<file path="src/sv/sacrr_pkg.sv">
// shared constants, types and helper functions of the random-replacement cache tag store
package sacrr_pkg;

  // cache geometry: WAYS, SETS and BLOCK_BYTES are powers of two
  localparam int WAYS        = 64;
  localparam int SETS        = 1024;
  localparam int BLOCK_BYTES = 64;

  // field widths
  localparam int ADDR_W    = 48;
  localparam int GAP_W     = 16;
  localparam int TAG_W     = 32;
  localparam int CNT_W     = 48;
  localparam int SEED_W    = 16;
  localparam int OUT_WAY_W = 6;

  // derived widths
  localparam int OFFSET_W = (BLOCK_BYTES > 1) ? $clog2(BLOCK_BYTES) : 0;
  localparam int SET_W    = $clog2(SETS);
  localparam int WAY_W    = (WAYS > 1) ? $clog2(WAYS) : 1;

  // register port
  localparam int APB_AW = 2;
  localparam int APB_DW = 32;
  localparam logic [APB_AW-1:0] REG_SEED_ADDR = '0;

  // lfsr
  localparam logic [SEED_W-1:0] SEED_RESET  = 16'h0001;
  localparam logic [SEED_W-1:0] LFSR_TOGGLE = 16'hB400;

  typedef enum logic [1:0] {
    ST_CLEAR,
    ST_IDLE,
    ST_LOOKUP
  } ctrl_state_t;

  // seed reload request from the register block
  typedef struct packed {
    logic              load;
    logic [SEED_W-1:0] value;
  } seed_load_t;

  // a zero seed would lock the lfsr, so it starts from one instead
  function automatic logic [SEED_W-1:0] seed_to_lfsr(input logic [SEED_W-1:0] s);
    return (s == '0) ? SEED_RESET : s;
  endfunction

  // one galois step, shifting right
  function automatic logic [SEED_W-1:0] lfsr_step(input logic [SEED_W-1:0] v);
    logic [SEED_W-1:0] nv;
    nv = v >> 1;
    if (v[0]) begin
      nv = nv ^ LFSR_TOGGLE;
    end
    return nv;
  endfunction

  // set index from the byte address
  function automatic logic [SET_W-1:0] addr_set(input logic [ADDR_W-1:0] addr);
    logic [ADDR_W-1:0] sh;
    sh = addr >> OFFSET_W;
    return sh[SET_W-1:0];
  endfunction

  // low tag bits from the byte address
  function automatic logic [TAG_W-1:0] addr_tag(input logic [ADDR_W-1:0] addr);
    logic [ADDR_W-1:0] sh;
    sh = addr >> (OFFSET_W + SET_W);
    return sh[TAG_W-1:0];
  endfunction

endpackage

</file>
<file path="src/sv/sacrr_cfg.sv">
// register block: seed register behind the apb-style port
module sacrr_cfg
  import sacrr_pkg::*;
(
  input  logic              clk,
  input  logic              rst,
  input  logic              psel,
  input  logic              penable,
  input  logic              pwrite,
  input  logic [APB_AW-1:0] paddr,
  input  logic [APB_DW-1:0] pwdata,
  output logic [APB_DW-1:0] prdata,
  output logic              pready,
  output seed_load_t        seed_ld
);

  logic [SEED_W-1:0] seed;
  logic              seed_wr;

  // write strobe in the access phase
  assign seed_wr = psel && penable && pwrite && (paddr == REG_SEED_ADDR);
  assign pready  = 1'b1;

  // seed register
  always_ff @(posedge clk) begin
    if (rst) begin
      seed <= SEED_RESET;
    end else if (seed_wr) begin
      seed <= pwdata[SEED_W-1:0];
    end
  end

  // read back
  always_comb begin
    prdata = '0;
    if (paddr == REG_SEED_ADDR) begin
      prdata = APB_DW'(seed);
    end
  end

  // a seed write reloads the lfsr at once
  assign seed_ld.load  = seed_wr;
  assign seed_ld.value = seed_to_lfsr(pwdata[SEED_W-1:0]);

endmodule

</file>
<file path="config.mk">
export PLATFORM = sky130hd
export DESIGN_NAME = sacrr_cfg
export DESIGN_NICKNAME = d
export VERILOG_FILES = /design/src/sv/sacrr_pkg.sv /design/src/sv/sacrr_cfg.sv
export SDC_FILE = /design/constraint.sdc
export NUM_CORES = 1
export LEC_CHECK = 0
export BUFFER_PORTS_ARGS = -buffer_cell sky130_fd_sc_hd__buf_2
export CAP_MARGIN = 20
export CORE_ASPECT_RATIO = 0.8
export CORE_UTILIZATION = 43
export CTS_BUF_LIST = sky130_fd_sc_hd__clkbuf_8
export CTS_CLUSTER_DIAMETER = 80
export DETAILED_ROUTE_END_ITERATION = 10
export PLACE_DENSITY = 0.95
export SLEW_MARGIN = 5
export SYNTH_ARGS = -nofsm -noshare
export SYNTH_HDL_FRONTEND = slang
export SYNTH_SLANG_ARGS = --single-unit
</file>
<file path="constraint.sdc">
create_clock -name clk -period 1.5 [get_ports clk]
set_input_delay 0.075 -clock clk [delete_from_list [all_inputs] [get_ports clk]]
set_output_delay 0.075 -clock clk [all_outputs]
set_load 0.05 [all_outputs]
</file>
== Yosys cells after proc, flatten, opt, wreduce, memory -nomap -nowiden ==
Cells that the tools add are included.

* Reductions and logical operators: 5
* Muxes and demuxes: 2

{| class="wikitable"
|+ Operators with widths
! kind !! number
|-
| 2-to-1 mux 16 bit || 2
|-
| zero test 16 bit || 1
|-
| logical AND 1 bit || 3
|-
| zero test 2 bit || 1
|}

* Word-level logic and storage cells: 8
* Output and inout port bits: 50
* Input port bits: 39
* Flip-flop bits (word level): 16

== Depth between registers and ports, before layout ==
* Depth in word-level cells: 3
* Depth in mapped cells: 5

== Worst setup path before layout ==
Ideal clock, no wire load.

* Path kind: input to output
* From: in paddr[1]
* To: out seed_ld[16] in the netlist's numbering
* Data required time: 1.425 ns
* Setup slack: 0.530 ns
* Stages: 5
* Data arrival time: 0.895 ns
* Cells stage by stage: nor2_4 > and4_4 > buf_6 > buf_12 > buf_4

* Longest elaborated chain between the ends: 2

{| class="wikitable"
|+ RTL lines
! element !! RTL line !! RTL
|-
| start, declared || sacrr_cfg.sv:10 || <nowiki>input logic [APB_AW-1:0] paddr,</nowiki>
|-
| zero test 2 bit || sacrr_cfg.sv:21 || <nowiki>assign seed_wr = psel && penable && pwrite && (paddr == REG_SEED_ADDR);</nowiki>
|-
| logical AND 1 bit || sacrr_cfg.sv:21 ||
|-
| end, declared || sacrr_cfg.sv:14 || <nowiki>output seed_load_t seed_ld</nowiki>
|}

No other way between the ends.

==> flow_metrics.env <==
export IMPL_synth_seq_area_share=0.297
export IMPL_synthMuxAreaShare=0.149
export IMPL_track_usage=0.152
export IMPL_fillers=225
export IMPL_clkSinkCount=16
export IMPL_layout_cells_most_common="buf_2"
export IMPL_gp_congestion=0.677
export IMPL_reg2reg_from="seed[0]"
export IMPL_firstDrtPassIters=7
export IMPL_grt_pass1_vias=682
export IMPL_post_cts_setup_buffers=0
export IMPL_antenna_found_initial=0
export IMPL_cts_hold_buffers=0
export IMPL_postCtsResizedCells=0
export IMPL_arrival_ns=1.12
export IMPL_reg2regPathDepth=2
export IMPL_top_regs="seed x16"
export IMPL_hold_violations=0
export IMPL_ios=89
export IMPL_path_max_fanout=3
export IMPL_antenna_left=0
export IMPL_layout_drive_gt1_share=0.378
export IMPL_cts_root_buf="clkbuf_8"
export IMPL_period_share=0.794
export IMPL_setup_violations=0
export IMPL_seq_area_um2=320
export IMPL_htreeDepth=1
export IMPL_nNetsFinal=204
export IMPL_critPathMaxStageDelay_ns=0.44
export IMPL_clock_latency_ns=0.24
export IMPL_syn_area_per_cell_um2=8.42
export IMPL_cts_made_buffers=3
export IMPL_r2r_setup_slack_ns=0.91
export IMPL_io_buffers=55
export IMPL_cp_start_kind="input port"
export IMPL_start_util=0.478
export IMPL_fmax_mhz=839
export IMPL_rsz0062_at_grt="no"
export IMPL_dpl_worst_slack_ns=0.311
export IMPL_finalPower_w=0.00111
export IMPL_worstSetupEndpointType="output port"
export IMPL_crit_cells=4
export IMPL_p_leak_nw=0.616
export IMPL_grt_max_degree=33
export IMPL_synth_compound_area_frac=0.00929
export IMPL_holdPathStages=3
export IMPL_area_growth_pct=17.4
export IMPL_cts_tree="yes"
export IMPL_die_area_mm2=0.00271
export IMPL_routed_wl_mm=1.95
export IMPL_ys_ff_latch=16
export IMPL_path_delay_family="simple AND/OR/NAND/NOR gates"
export IMPL_path_buf_inv=2
export IMPL_fp_dieH_um=46.8
export IMPL_ys_types=15
export IMPL_crit_type="in2out"
export IMPL_routedWlPerCell_um=10.3
export IMPL_worst_r2r_endpoint="seed[0]"
export IMPL_grt_ovfl_total=0
export IMPL_clk_pin_slew_ns=0.06
export IMPL_final_cell_mix="buf_2, nand2b_1, conb_1"
export IMPL_yosysWarnings=0
export IMPL_violations="DRC"
export IMPL_slew_violations=0
export IMPL_drt_iter0_markers=57
export IMPL_multi_input_area_um2=576
export IMPL_clockBufferDepth=2
export IMPL_cpMaxStageDelayCell="nor4_1"
export IMPL_largest_register_ffs=16
export IMPL_synth_cells=128
export IMPL_drv_cap=0
export IMPL_min_period_ns=1.19
export IMPL_via_count=844
export IMPL_diodes=0
export IMPL_setup_tns_final_ns=0
export IMPL_vias_per_cell=4.47
export IMPL_synthSimpleGateAreaFrac=0.317
export IMPL_syn_cell_area_mm2=0.00108
export IMPL_synth_xor_area_frac=0
export IMPL_ir_drop_uv=630
export IMPL_crit_required_ns=1.42
export IMPL_dp_hpwl_mm=1.42
export IMPL_min_from="pwdata[5]"
export IMPL_cp_common_cell="buf_2"
export IMPL_fin_worst_skew_ns=0
export IMPL_p_per_area_mw_per_mm2=878
export IMPL_coreArea_mm2=0.00225
export IMPL_setup_ws_ns=0.309
export IMPL_regMostFlops="seed"
export IMPL_hold_path_class="in2reg"
export IMPL_synthAdderAreaFrac=0
export IMPL_status="complete, but fails checks"
export IMPL_path_cells="buf_2 -> nor4_1 -> a41o_1 -> buf_2"
export IMPL_grt_pass1_wl_mm=2.99
export IMPL_route_detailed_drc=7
export IMPL_hold_end="seed[5]"
export IMPL_synth_top_family_by_area="simple AND/OR/NAND/NOR gates"
export IMPL_std_cell_rows=15
export IMPL_dieWidth_um=58.0
## per-layer routing
layer	GRT usage	up-vias	share of wire
met5	0	-	0
met4	0.0429	0	0
met3	0.0661	0	0.092
met2	0.262	47	0.46
met1	0.177	368	0.45
li1	-	429	-
## layout make-up
type	count	area share
repair buffers	56	0.224
clock buffers	4	0.0435
multi-input cells	88	0.455
flip-flops and latches	16	0.253
well taps	25	0.0247
## per-stage QoR
stage	instances	hold WS, ns	util	area [um^2]
final	189	0.106	0.562	1260
after global routing	189	0.106	0.562	1260
after CTS	189	0.101	0.562	1260
after detailed placement	185	0.361	0.537	1210
after global placement	185	0.357	0.537	1210
after floorplan	143	0.230	-	1130
## cells by family (layout without fill, tap and decap cells)
logic type,count (synthesis),count (layout)
multiplexers,16,16
AND/OR/NAND/NOR,54,54
other,2,17
buffers and inverters,39,60
flip-flops,16,16
AO/OA/AOI/OAI,1,1
## where the power goes
| part | total, W | leakage (nW) | switching (W) | internal, W |
|---|---|---|---|---|
| Combinational | 0.000307 | 0.458 | 0.000240 | 0.0000666 |
| Sequential | 0.000433 | 0.129 | 0.00000237 | 0.000431 |
| Clock | 0.000371 | 0.0288 | 0.000139 | 0.000232 |
## worst min-delay path: stages
cell	delay [ns]
buf_2	0.11
nand2b_1	0.06
mux2i_1	0.06
## worst max-delay path by stage
stage,start,end,slack (ns)
after detailed placement,pwdata[10],seed_ld[0],0.31
after global placement,pwdata[10],seed_ld[0],0.31
final,pwdata[10],seed_ld[0],0.31
after floorplan,paddr[1],seed_ld[16],0.53
after global routing,pwdata[10],seed_ld[0],0.26
after CTS,pwdata[10],seed_ld[0],0.31
## cells in the mapped netlist
cell / number / area share
nor4_1: 3 / 0.017
and4_4: 1 / 0.010
a41o_1: 1 / 0.0093
buf_12: 1 / 0.019
buf_6: 1 / 0.010
dfxtp_1: 16 / 0.30
conb_1: 2 / 0.0070
nor2_1: 2 / 0.0070
buf_4: 18 / 0.13
mux2i_1: 16 / 0.15
nor2_4: 1 / 0.010
and2_1: 16 / 0.093
clkbuf_1: 19 / 0.066
nand2b_1: 30 / 0.17
nor3_1: 1 / 0.0046
Note: power is estimated with default switching activity, not from simulation.
